### src/sv/pts_pkg.sv
// Shared types, codes and constants for the periodic timer slot table.
package pts_pkg;

  localparam int SLOTS_DEF  = 16;
  localparam int RESULT_CAP = 16;
  localparam int FIRE_CNT_W = $clog2(RESULT_CAP + 1);
  localparam logic [FIRE_CNT_W-1:0] FIRE_CAP = FIRE_CNT_W'(RESULT_CAP);

  localparam int NOW_W   = 64;
  localparam int IVAL_W  = 24;
  localparam int PID_W   = 8;
  localparam int SLOT_W  = 4;

  localparam int CFG_ADDR_W = 3;
  localparam int CFG_DATA_W = 32;
  localparam logic CFG_IDX_MIN = 1'b0;
  localparam logic CFG_IDX_MAX = 1'b1;

  localparam logic [IVAL_W-1:0] MIN_INTERVAL_RST = 24'd10;
  localparam logic [IVAL_W-1:0] MAX_INTERVAL_RST = 24'd1000000;

  localparam logic [1:0] OP_REGISTER   = 2'd0;
  localparam logic [1:0] OP_UNREGISTER = 2'd1;
  localparam logic [1:0] OP_TICK       = 2'd2;

  localparam logic [1:0] STATUS_DONE    = 2'd0;
  localparam logic [1:0] STATUS_FAIL    = 2'd1;
  localparam logic [1:0] STATUS_FIRED   = 2'd2;
  localparam logic [1:0] STATUS_NOTHING = 2'd3;

  typedef struct packed {
    logic [1:0]        operation;
    logic [NOW_W-1:0]  now_us;
    logic [PID_W-1:0]  owner_pid;
    logic [IVAL_W-1:0] interval;
  } req_t;

  typedef struct packed {
    logic [1:0]        status;
    logic [SLOT_W-1:0] slot;
    logic [PID_W-1:0]  fired_pid;
    logic              last;
  } rsp_t;

  typedef enum logic [1:0] {
    ST_IDLE,
    ST_SCAN,
    ST_FLUSH
  } state_t;

  typedef struct packed {
    logic load;
    logic scan;
    logic flush;
  } dp_cmd_t;

  typedef struct packed {
    logic scan_end;
  } dp_stat_t;

endpackage

### src/sv/pts_cfg.sv
// APB configuration registers: interval limits.
module pts_cfg (
  input  logic                             clk,
  input  logic                             rst,
  input  logic                             psel,
  input  logic                             penable,
  input  logic                             pwrite,
  input  logic [pts_pkg::CFG_ADDR_W-1:0]   paddr,
  input  logic [pts_pkg::CFG_DATA_W-1:0]   pwdata,
  output logic [pts_pkg::CFG_DATA_W-1:0]   prdata,
  output logic                             pready,
  output logic [pts_pkg::IVAL_W-1:0]       min_interval,
  output logic [pts_pkg::IVAL_W-1:0]       max_interval
);
  import pts_pkg::*;

  logic       wr_en;
  logic       reg_idx;

  assign pready  = 1'b1;
  assign reg_idx = paddr[2];
  assign wr_en   = psel && penable && pwrite;

  always_ff @(posedge clk) begin
    if (rst) begin
      min_interval <= MIN_INTERVAL_RST;
      max_interval <= MAX_INTERVAL_RST;
    end else if (wr_en) begin
      unique case (reg_idx)
        CFG_IDX_MIN: min_interval <= pwdata[IVAL_W-1:0];
        CFG_IDX_MAX: max_interval <= pwdata[IVAL_W-1:0];
        default: ;
      endcase
    end
  end

  always_comb begin
    prdata = '0;
    unique case (reg_idx)
      CFG_IDX_MIN: prdata = CFG_DATA_W'(min_interval);
      CFG_IDX_MAX: prdata = CFG_DATA_W'(max_interval);
      default:     prdata = '0;
    endcase
  end

endmodule

### src/sv/pts_ctrl.sv
// Controller: sequences load, slot scan and final result.
module pts_ctrl (
  input  logic              clk,
  input  logic              rst,
  input  logic              start,
  output logic              busy,
  output pts_pkg::dp_cmd_t  cmd,
  input  pts_pkg::dp_stat_t stat
);
  import pts_pkg::*;

  state_t state;
  state_t state_next;

  always_ff @(posedge clk) begin
    if (rst) begin
      state <= ST_IDLE;
    end else begin
      state <= state_next;
    end
  end

  always_comb begin
    state_next = state;
    cmd        = '0;
    busy       = 1'b1;
    unique case (state)
      ST_IDLE: begin
        busy = 1'b0;
        if (start) begin
          cmd.load   = 1'b1;
          state_next = ST_SCAN;
        end
      end
      ST_SCAN: begin
        cmd.scan = 1'b1;
        if (stat.scan_end) begin
          state_next = ST_FLUSH;
        end
      end
      ST_FLUSH: begin
        cmd.flush  = 1'b1;
        state_next = ST_IDLE;
      end
      default: state_next = ST_IDLE;
    endcase
  end

endmodule

### src/sv/pts_dp.sv
// Datapath: slot memories, active bits, scan pipeline and result register.
module pts_dp #(
  parameter int SLOTS = pts_pkg::SLOTS_DEF
) (
  input  logic                       clk,
  input  logic                       rst,
  input  pts_pkg::req_t              req,
  input  logic [pts_pkg::IVAL_W-1:0] min_interval,
  input  logic [pts_pkg::IVAL_W-1:0] max_interval,
  input  pts_pkg::dp_cmd_t           cmd,
  output pts_pkg::dp_stat_t          stat,
  output pts_pkg::rsp_t              result,
  output logic                       result_valid
);
  import pts_pkg::*;

  localparam int IW = $clog2(SLOTS);
  localparam int CW = $clog2(SLOTS + 1);
  localparam logic [CW-1:0] SCAN_LEN = CW'(SLOTS);
  localparam logic [IW-1:0] LAST_IDX = IW'(SLOTS - 1);

  logic [PID_W-1:0]  owner_mem  [SLOTS];
  logic [IVAL_W-1:0] period_mem [SLOTS];
  logic [NOW_W-1:0]  due_mem    [SLOTS];
  logic [SLOTS-1:0]  active;

  // latched transaction
  logic [1:0]        op;
  logic [NOW_W-1:0]  now;
  logic [PID_W-1:0]  pid;
  logic [IVAL_W-1:0] ival;
  logic [NOW_W-1:0]  reg_due;
  logic              in_range;

  // scan pipeline
  logic [CW-1:0]     rd_idx;
  logic [IW-1:0]     rd_addr;
  logic              rd_more;
  logic              rd_en;
  logic              ev_valid;
  logic [IW-1:0]     ev_idx;
  logic [PID_W-1:0]  owner_rd;
  logic [IVAL_W-1:0] period_rd;
  logic [NOW_W-1:0]  due_rd;

  logic [FIRE_CNT_W-1:0] fire_cnt;
  logic                  pend_valid;
  logic [1:0]            pend_status;
  logic [SLOT_W-1:0]     pend_slot;
  logic [PID_W-1:0]      pend_pid;

  logic              act;
  logic              hit;
  logic              fire;
  logic              is_reg;
  logic [SLOT_W-1:0] ev_slot;
  logic              due_wr_en;
  logic [NOW_W-1:0]  due_wr_data;
  logic              emit;
  rsp_t              rsp_next;

  assign rd_addr = rd_idx[IW-1:0];
  assign rd_more = (rd_idx != SCAN_LEN);
  assign rd_en   = cmd.scan && rd_more;
  assign ev_slot = SLOT_W'(ev_idx);
  assign is_reg  = (op == OP_REGISTER);
  assign act     = active[ev_idx];

  assign hit  = ev_valid && !pend_valid &&
                ((is_reg && in_range && !act) ||
                 (op == OP_UNREGISTER && act && owner_rd == pid));
  assign fire = ev_valid && (op == OP_TICK) && act && (due_rd <= now) &&
                (fire_cnt != FIRE_CAP);

  assign stat.scan_end = ev_valid && (ev_idx == LAST_IDX);

  assign due_wr_en   = (hit && is_reg) || fire;
  assign due_wr_data = fire ? (due_rd + NOW_W'(period_rd)) : reg_due;

  assign emit = (fire && pend_valid) || cmd.flush;

  always_comb begin
    rsp_next = '{status: STATUS_FAIL, slot: '0, fired_pid: '0, last: 1'b1};
    if (cmd.flush) begin
      if (pend_valid) begin
        rsp_next = '{status: pend_status, slot: pend_slot, fired_pid: pend_pid, last: 1'b1};
      end else if (op == OP_TICK) begin
        rsp_next.status = STATUS_NOTHING;
      end
    end else begin
      rsp_next = '{status: pend_status, slot: pend_slot, fired_pid: pend_pid, last: 1'b0};
    end
  end

  // control state
  always_ff @(posedge clk) begin
    if (rst) begin
      active       <= '0;
      rd_idx       <= '0;
      ev_valid     <= 1'b0;
      pend_valid   <= 1'b0;
      fire_cnt     <= '0;
      result_valid <= 1'b0;
    end else begin
      result_valid <= emit;
      if (cmd.load) begin
        rd_idx     <= '0;
        ev_valid   <= 1'b0;
        pend_valid <= 1'b0;
        fire_cnt   <= '0;
      end else begin
        ev_valid <= rd_en;
        if (rd_en) begin
          rd_idx <= rd_idx + 1'b1;
        end
        if (hit) begin
          active[ev_idx] <= is_reg;
        end
        if (hit || fire) begin
          pend_valid <= 1'b1;
        end
        if (fire) begin
          fire_cnt <= fire_cnt + 1'b1;
        end
        if (cmd.flush) begin
          pend_valid <= 1'b0;
        end
      end
    end
  end

  // payload
  always_ff @(posedge clk) begin
    if (cmd.load) begin
      op       <= req.operation;
      now      <= req.now_us;
      pid      <= req.owner_pid;
      ival     <= req.interval;
      reg_due  <= req.now_us + NOW_W'(req.interval);
      in_range <= (req.interval >= min_interval) && (req.interval <= max_interval);
    end
    if (rd_en) begin
      ev_idx <= rd_addr;
    end
    if (hit) begin
      pend_status <= STATUS_DONE;
      pend_slot   <= ev_slot;
      pend_pid    <= '0;
    end else if (fire) begin
      pend_status <= STATUS_FIRED;
      pend_slot   <= ev_slot;
      pend_pid    <= owner_rd;
    end
    if (emit) begin
      result <= rsp_next;
    end
  end

  // slot memories
  always_ff @(posedge clk) begin
    if (hit && is_reg) begin
      owner_mem[ev_idx]  <= pid;
      period_mem[ev_idx] <= ival;
    end
    if (due_wr_en) begin
      due_mem[ev_idx] <= due_wr_data;
    end
    if (rd_en) begin
      owner_rd  <= owner_mem[rd_addr];
      period_rd <= period_mem[rd_addr];
      due_rd    <= due_mem[rd_addr];
    end
  end

endmodule

### src/sv/periodic_timer_slot_table_top.sv
// Periodic timer slot table: every item scans all SLOTS slots, one per cycle.
// The final result strobes after the scan and flush; fired results may come earlier.
// busy stays high through the scan and flush states and the next start is taken back in idle,
// so a new transaction is taken only after the last is through; the one-per-cycle slot scan sets the pace.
// Synchronous reset clears all slots to inactive and loads the interval limits to 10 and 1000000.
// Results are strobed for one cycle each; the receiver cannot stall.
module periodic_timer_slot_table_top #(
  parameter int SLOTS = pts_pkg::SLOTS_DEF
) (
  input  logic                           clk,
  input  logic                           rst,
  input  logic                           start,
  output logic                           busy,
  input  pts_pkg::req_t                  req,
  output pts_pkg::rsp_t                  result,
  output logic                           result_valid,
  input  logic                           psel,
  input  logic                           penable,
  input  logic                           pwrite,
  input  logic [pts_pkg::CFG_ADDR_W-1:0] paddr,
  input  logic [pts_pkg::CFG_DATA_W-1:0] pwdata,
  output logic [pts_pkg::CFG_DATA_W-1:0] prdata,
  output logic                           pready
);
  import pts_pkg::*;

  logic [IVAL_W-1:0] min_interval;
  logic [IVAL_W-1:0] max_interval;
  dp_cmd_t           cmd;
  dp_stat_t          stat;

  pts_cfg u_cfg (
    .clk          (clk),
    .rst          (rst),
    .psel         (psel),
    .penable      (penable),
    .pwrite       (pwrite),
    .paddr        (paddr),
    .pwdata       (pwdata),
    .prdata       (prdata),
    .pready       (pready),
    .min_interval (min_interval),
    .max_interval (max_interval)
  );

  pts_ctrl u_ctrl (
    .clk   (clk),
    .rst   (rst),
    .start (start),
    .busy  (busy),
    .cmd   (cmd),
    .stat  (stat)
  );

  pts_dp #(
    .SLOTS (SLOTS)
  ) u_dp (
    .clk          (clk),
    .rst          (rst),
    .req          (req),
    .min_interval (min_interval),
    .max_interval (max_interval),
    .cmd          (cmd),
    .stat         (stat),
    .result       (result),
    .result_valid (result_valid)
  );

endmodule

### config.mk
export PLATFORM = sky130hd
export DESIGN_NAME = periodic_timer_slot_table_top
export DESIGN_NICKNAME = d
export VERILOG_FILES = /design/src/sv/pts_pkg.sv /design/src/sv/pts_cfg.sv /design/src/sv/pts_ctrl.sv /design/src/sv/pts_dp.sv /design/src/sv/periodic_timer_slot_table_top.sv
export SDC_FILE = /design/constraint.sdc
export NUM_CORES = 2
export LEC_CHECK = 0
export BUFFER_PORTS_ARGS = -buffer_cell sky130_fd_sc_hd__buf_2
export CAP_MARGIN = 30
export CORE_MARGIN = 2
export CORE_UTILIZATION = 40
export CTS_CLUSTER_SIZE = 30
export DETAILED_ROUTE_END_ITERATION = 6
export MAX_ROUTING_LAYER = met4
export SLEW_MARGIN = 0
export SYNTH_ARGS = -nofsm -noshare
export SYNTH_HDL_FRONTEND = slang
export SYNTH_HIERARCHICAL = 1
export SYNTH_SLANG_ARGS = --single-unit
### constraint.sdc
create_clock -name clk -period 9.17 [get_ports clk]
set_input_delay 1.834 -clock clk [delete_from_list [all_inputs] [get_ports clk]]
set_output_delay 1.834 -clock clk [all_outputs]
set_load 0.05 [all_outputs]
==> flow_metrics.env <==
export IMPL_outcome="finished clean"
export IMPL_finClkSkew_ns=0.0491
export IMPL_cts_tree="done"
export IMPL_maxSlewViolCount=0
export IMPL_cp_top_family="simple AND/OR/NAND/NOR gates"
export IMPL_cp_max_fo=34
export IMPL_avgSynthCellArea_um2=19.2
export IMPL_startpoint_type="register"
export IMPL_r2r_setup_slack_ns=3.33
export IMPL_synth_seq_area_share=0.722
export IMPL_cp_end_kind="register"
export IMPL_root_buffer="clkbuf_16"
export IMPL_pre_cts_ws_ns=3.31
export IMPL_grt_pass1_vias=40000
export IMPL_via_per_inst=5.52
export IMPL_p_per_area_nw_per_um2=208
export IMPL_worstHoldStart="u_dp/pend_status[1]"
export IMPL_grt_pass1_wl_um=276000
export IMPL_drt_pre_antenna_iters=5
export IMPL_vias=39400
export IMPL_syn_inst=4071
export IMPL_routabilityCongestion=0.841
export IMPL_peakVddDrop_v=0.000198
export IMPL_core_um2=194000
export IMPL_async_flop_share=0
export IMPL_antenna_found_initial=35
export IMPL_crit_top_cell="buf_4"
export IMPL_worst_slew_pin_transition_ns=0.976
export IMPL_placed_cell_area_um2=82700
export IMPL_rsz0062_at_grt="false"
export IMPL_layout_setup_ws_ns=3.33
export IMPL_p_int_uw=14500
export IMPL_finalNetCount=4702
export IMPL_setup_viol=0
export IMPL_tns_ns=0
export IMPL_worstSetupPathType="register to register"
export IMPL_yosys_warnings=6
export IMPL_synth_edf_count=1818
export IMPL_numPortBuffers=169
export IMPL_p_sw_frac=0.218
export IMPL_hold_class="register to register"
export IMPL_initial_utilization=0.402
export IMPL_stdcell_area_um2=89100
export IMPL_seqPwrFrac=0.526
export IMPL_worstPathCellList="ha_1 > nand4_1 > or4_1 > nor4_1 > and4_1 > a222oi_1 > a21oi_4 > and2_1 > buf_4 > nor2_4 > buf_4 > buf_4"
export IMPL_grt_ovfl_total=0
export IMPL_grt_usage=0.198
export IMPL_clk_path_buf_depth=3
export IMPL_cts_setup_buffers=0
export IMPL_r2r_cells=12
export IMPL_synth_ff_type="edfxtp_1"
export IMPL_cpPeakStageDelay_ns=0.76
export IMPL_post_drt_wl_per_cell_um=26.7
export IMPL_grt_max_degree=138
export IMPL_p_switching_uw=4050
export IMPL_slowest_stage="a21oi_4"
export IMPL_die_w_um=446
export IMPL_drv_cap=0
export IMPL_p_clk_frac=0.421
export IMPL_fp_dieH_um=446
export IMPL_fin_crit_ns=5.84
export IMPL_fill_cells=16200
export IMPL_postRouteAntennaNets=0
export IMPL_whs_endpoint="u_dp/pend_status[1]"
export IMPL_hold_path_depth=2
export IMPL_rows=162
export IMPL_die_area_um2=199000
export IMPL_wirelength_um=191000
export IMPL_finalHoldViolations=0
export IMPL_ys_types=73
export IMPL_cts_buffers=193
export IMPL_finalCritPeriodShare=0.637
export IMPL_p_leak_uw=0.0288
export IMPL_syn_to_final_growth_pct=14.1
export IMPL_timing_rr_end="u_dp/due_mem[4][4]"
export IMPL_max_slew_margin=0.345
export IMPL_clk_pin_slew_ns=0.06
export IMPL_detailed_place_hpwl_um=109000
export IMPL_io_pins=189
export IMPL_max_freq_mhz=171
export IMPL_layout_drive_gt1_share=0.253
export IMPL_post_cts_resized=0
export IMPL_cts_max_level=4
export IMPL_drc=0
export IMPL_ys_ff_latch=1906
export IMPL_worstPathArrival_ns=6.30
export IMPL_drt_initial_drc_count=3895
export IMPL_crit_buf_inv=3
export IMPL_clk_latency_ns=0.85
export IMPL_reg2reg_from="u_dp/due_rd[57]"
export IMPL_syn_cell_area_um2=78100
export IMPL_cp_required_ns=9.63
export IMPL_hold_buffers=0
export IMPL_clkSinkCount=1906
export IMPL_p_comb_frac=0.053
[metrics by stage]
stage	instances	util	total power [uW]	hold WS, ns
global placement	6727	0.425	10900	0.435
detailed placement	6737	0.425	10900	0.437
CTS	7098	0.458	18700	0.446
global route	7132	0.458	19100	0.469
floorplan	4078	-	10600	0.406
finish	7134	0.458	18500	0.449
[how the worst max path moves through the flow]
stage,startpoint,endpoint,slack (ns),cells after the start
after floorplan,start,u_dp/rd_idx[0],2.15,5
after global placement,u_dp/due_rd[57],u_dp/due_mem[4][10],3.35,12
after detailed placement,u_dp/due_rd[57],u_dp/due_mem[4][10],3.31,12
after CTS,u_dp/due_rd[57],u_dp/due_mem[4][4],3.24,12
after global routing,u_dp/due_rd[57],u_dp/due_mem[4][9],3.12,12
final,u_dp/due_rd[57],u_dp/due_mem[4][4],3.33,12
[cells in the final DEF (no fill, tap or decap), types with 33 or more instances in the layout]
| cell | synthesis | final |
|---|---|---|
| edfxtp_1 | 1818 | 1818 |
| mux4_2 | 485 | 485 |
| clkbuf_16 | 0 | 195 |
| buf_2 | 16 | 169 |
| ha_1 | 164 | 164 |
| nand2_1 | 150 | 150 |
| inv_1 | 149 | 149 |
| buf_4 | 13 | 120 |
| nor2_1 | 148 | 114 |
| o21ai_0 | 114 | 102 |
| a21oi_1 | 86 | 86 |
| dfxtp_1 | 88 | 84 |
| nand2b_1 | 82 | 82 |
| xnor2_1 | 69 | 69 |
| mux2i_1 | 60 | 60 |
| xor2_1 | 57 | 57 |
| clkbuf_1 | 111 | 46 |
| nand4_1 | 46 | 46 |
| nand3_1 | 45 | 45 |
| clkinv_2 | 0 | 41 |
| a21o_1 | 41 | 41 |
| mux2_2 | 38 | 38 |
| clkinv_1 | 0 | 36 |
| nor3_1 | 34 | 34 |
| nor2_4 | 0 | 33 |
[power groups by stage]
stage | combinational, uW | sequential (uW) | clock, uW
finish | 980 | 9740 | 7800
global placement | 963 | 9930 | 0
detailed placement | 983 | 9930 | 0
global route | 1070 | 9750 | 8300
floorplan | 660 | 9890 | 0
CTS | 987 | 9750 | 7970
[area by class of cell]
| class | instances | area, um2 | share of cell area |
|---|---|---|---|
| clock buffer | 243 | 5080 | 0.0570 |
| clock inverter | 118 | 1190 | 0.0134 |
| timing repair buffer | 300 | 1960 | 0.0220 |
| multi-input combinational | 1847 | 20700 | 0.232 |
| inverter | 149 | 559 | 0.00628 |
| tap | 2542 | 3180 | 0.0357 |
| antenna | 29 | 72.6 | 0.000815 |
| sequential | 1906 | 56400 | 0.633 |
[flip-flops by register name, indices dropped and copies added (netlist names), 5 cells and up]
register	flops
u_cfg/max_interval	24
u_cfg/min_interval	24
u_dp/active	16
u_dp/due_mem	1024
u_dp/due_rd	64
u_dp/fire_cnt	5
u_dp/ival	24
u_dp/now	64
u_dp/owner_mem	128
u_dp/owner_rd	8
u_dp/pend_pid	8
u_dp/period_mem	384
u_dp/period_rd	24
u_dp/pid	8
u_dp/rd_idx	5
u_dp/reg_due	64
u_dp/result	15
[worst register-to-register path: stages, from the launching register on]
cell      delay [ns]
edfxtp_1        0.48
ha_1            0.34
nand4_1         0.18
or4_1           0.67
nor4_1          0.70
and4_1          0.35
a222oi_1        0.16
a21oi_4         0.76
and2_1          0.44
buf_4           0.42
nor2_4          0.07
buf_4           0.34
buf_4           0.51
[per-layer routing]
| metal | global-route usage | wire (um) | vias to the layer above |
|---|---|---|---|
| li1 | - | - | 17100 |
| met1 | 0.263 | 81500 | 20800 |
| met2 | 0.307 | 92100 | 1221 |
| met3 | 0.0342 | 11200 | 308 |
| met4 | 0.0749 | 6020 | 0 |
| met5 | - | 0 | - |
[synth_stat cells, types with 57 or more instances]
cell type  instances  area, um2
edfxtp_1        1818      54600
nor2_1           148        556
dfxtp_1           88       1760
xnor2_1           69        604
ha_1             164       2050
mux4_2           485      10900
xor2_1            57        499
a21oi_1           86        430
mux2i_1           60        601
o21ai_0          114        571
nand2_1          150        563
clkbuf_1         111        417
nand2b_1          82        513
inv_1            149        559
[logic make-up (layout without fill, tap and decap cells)]
group,Yosys count,in the layout,share of synthesized area
AO/OA/AOI/OAI,322,322,0.0251
XOR/XNOR,126,126,0.0141
flip-flops,1906,1906,0.722
other,2,38,0.0000962
adder cells (fa/ha/maj),166,166,0.0268
multiplexers,583,583,0.153
AND/OR/NAND/NOR,641,641,0.0419
buffers and inverters,325,810,0.0173
Note: power is estimated with default switching activity, not from simulation.
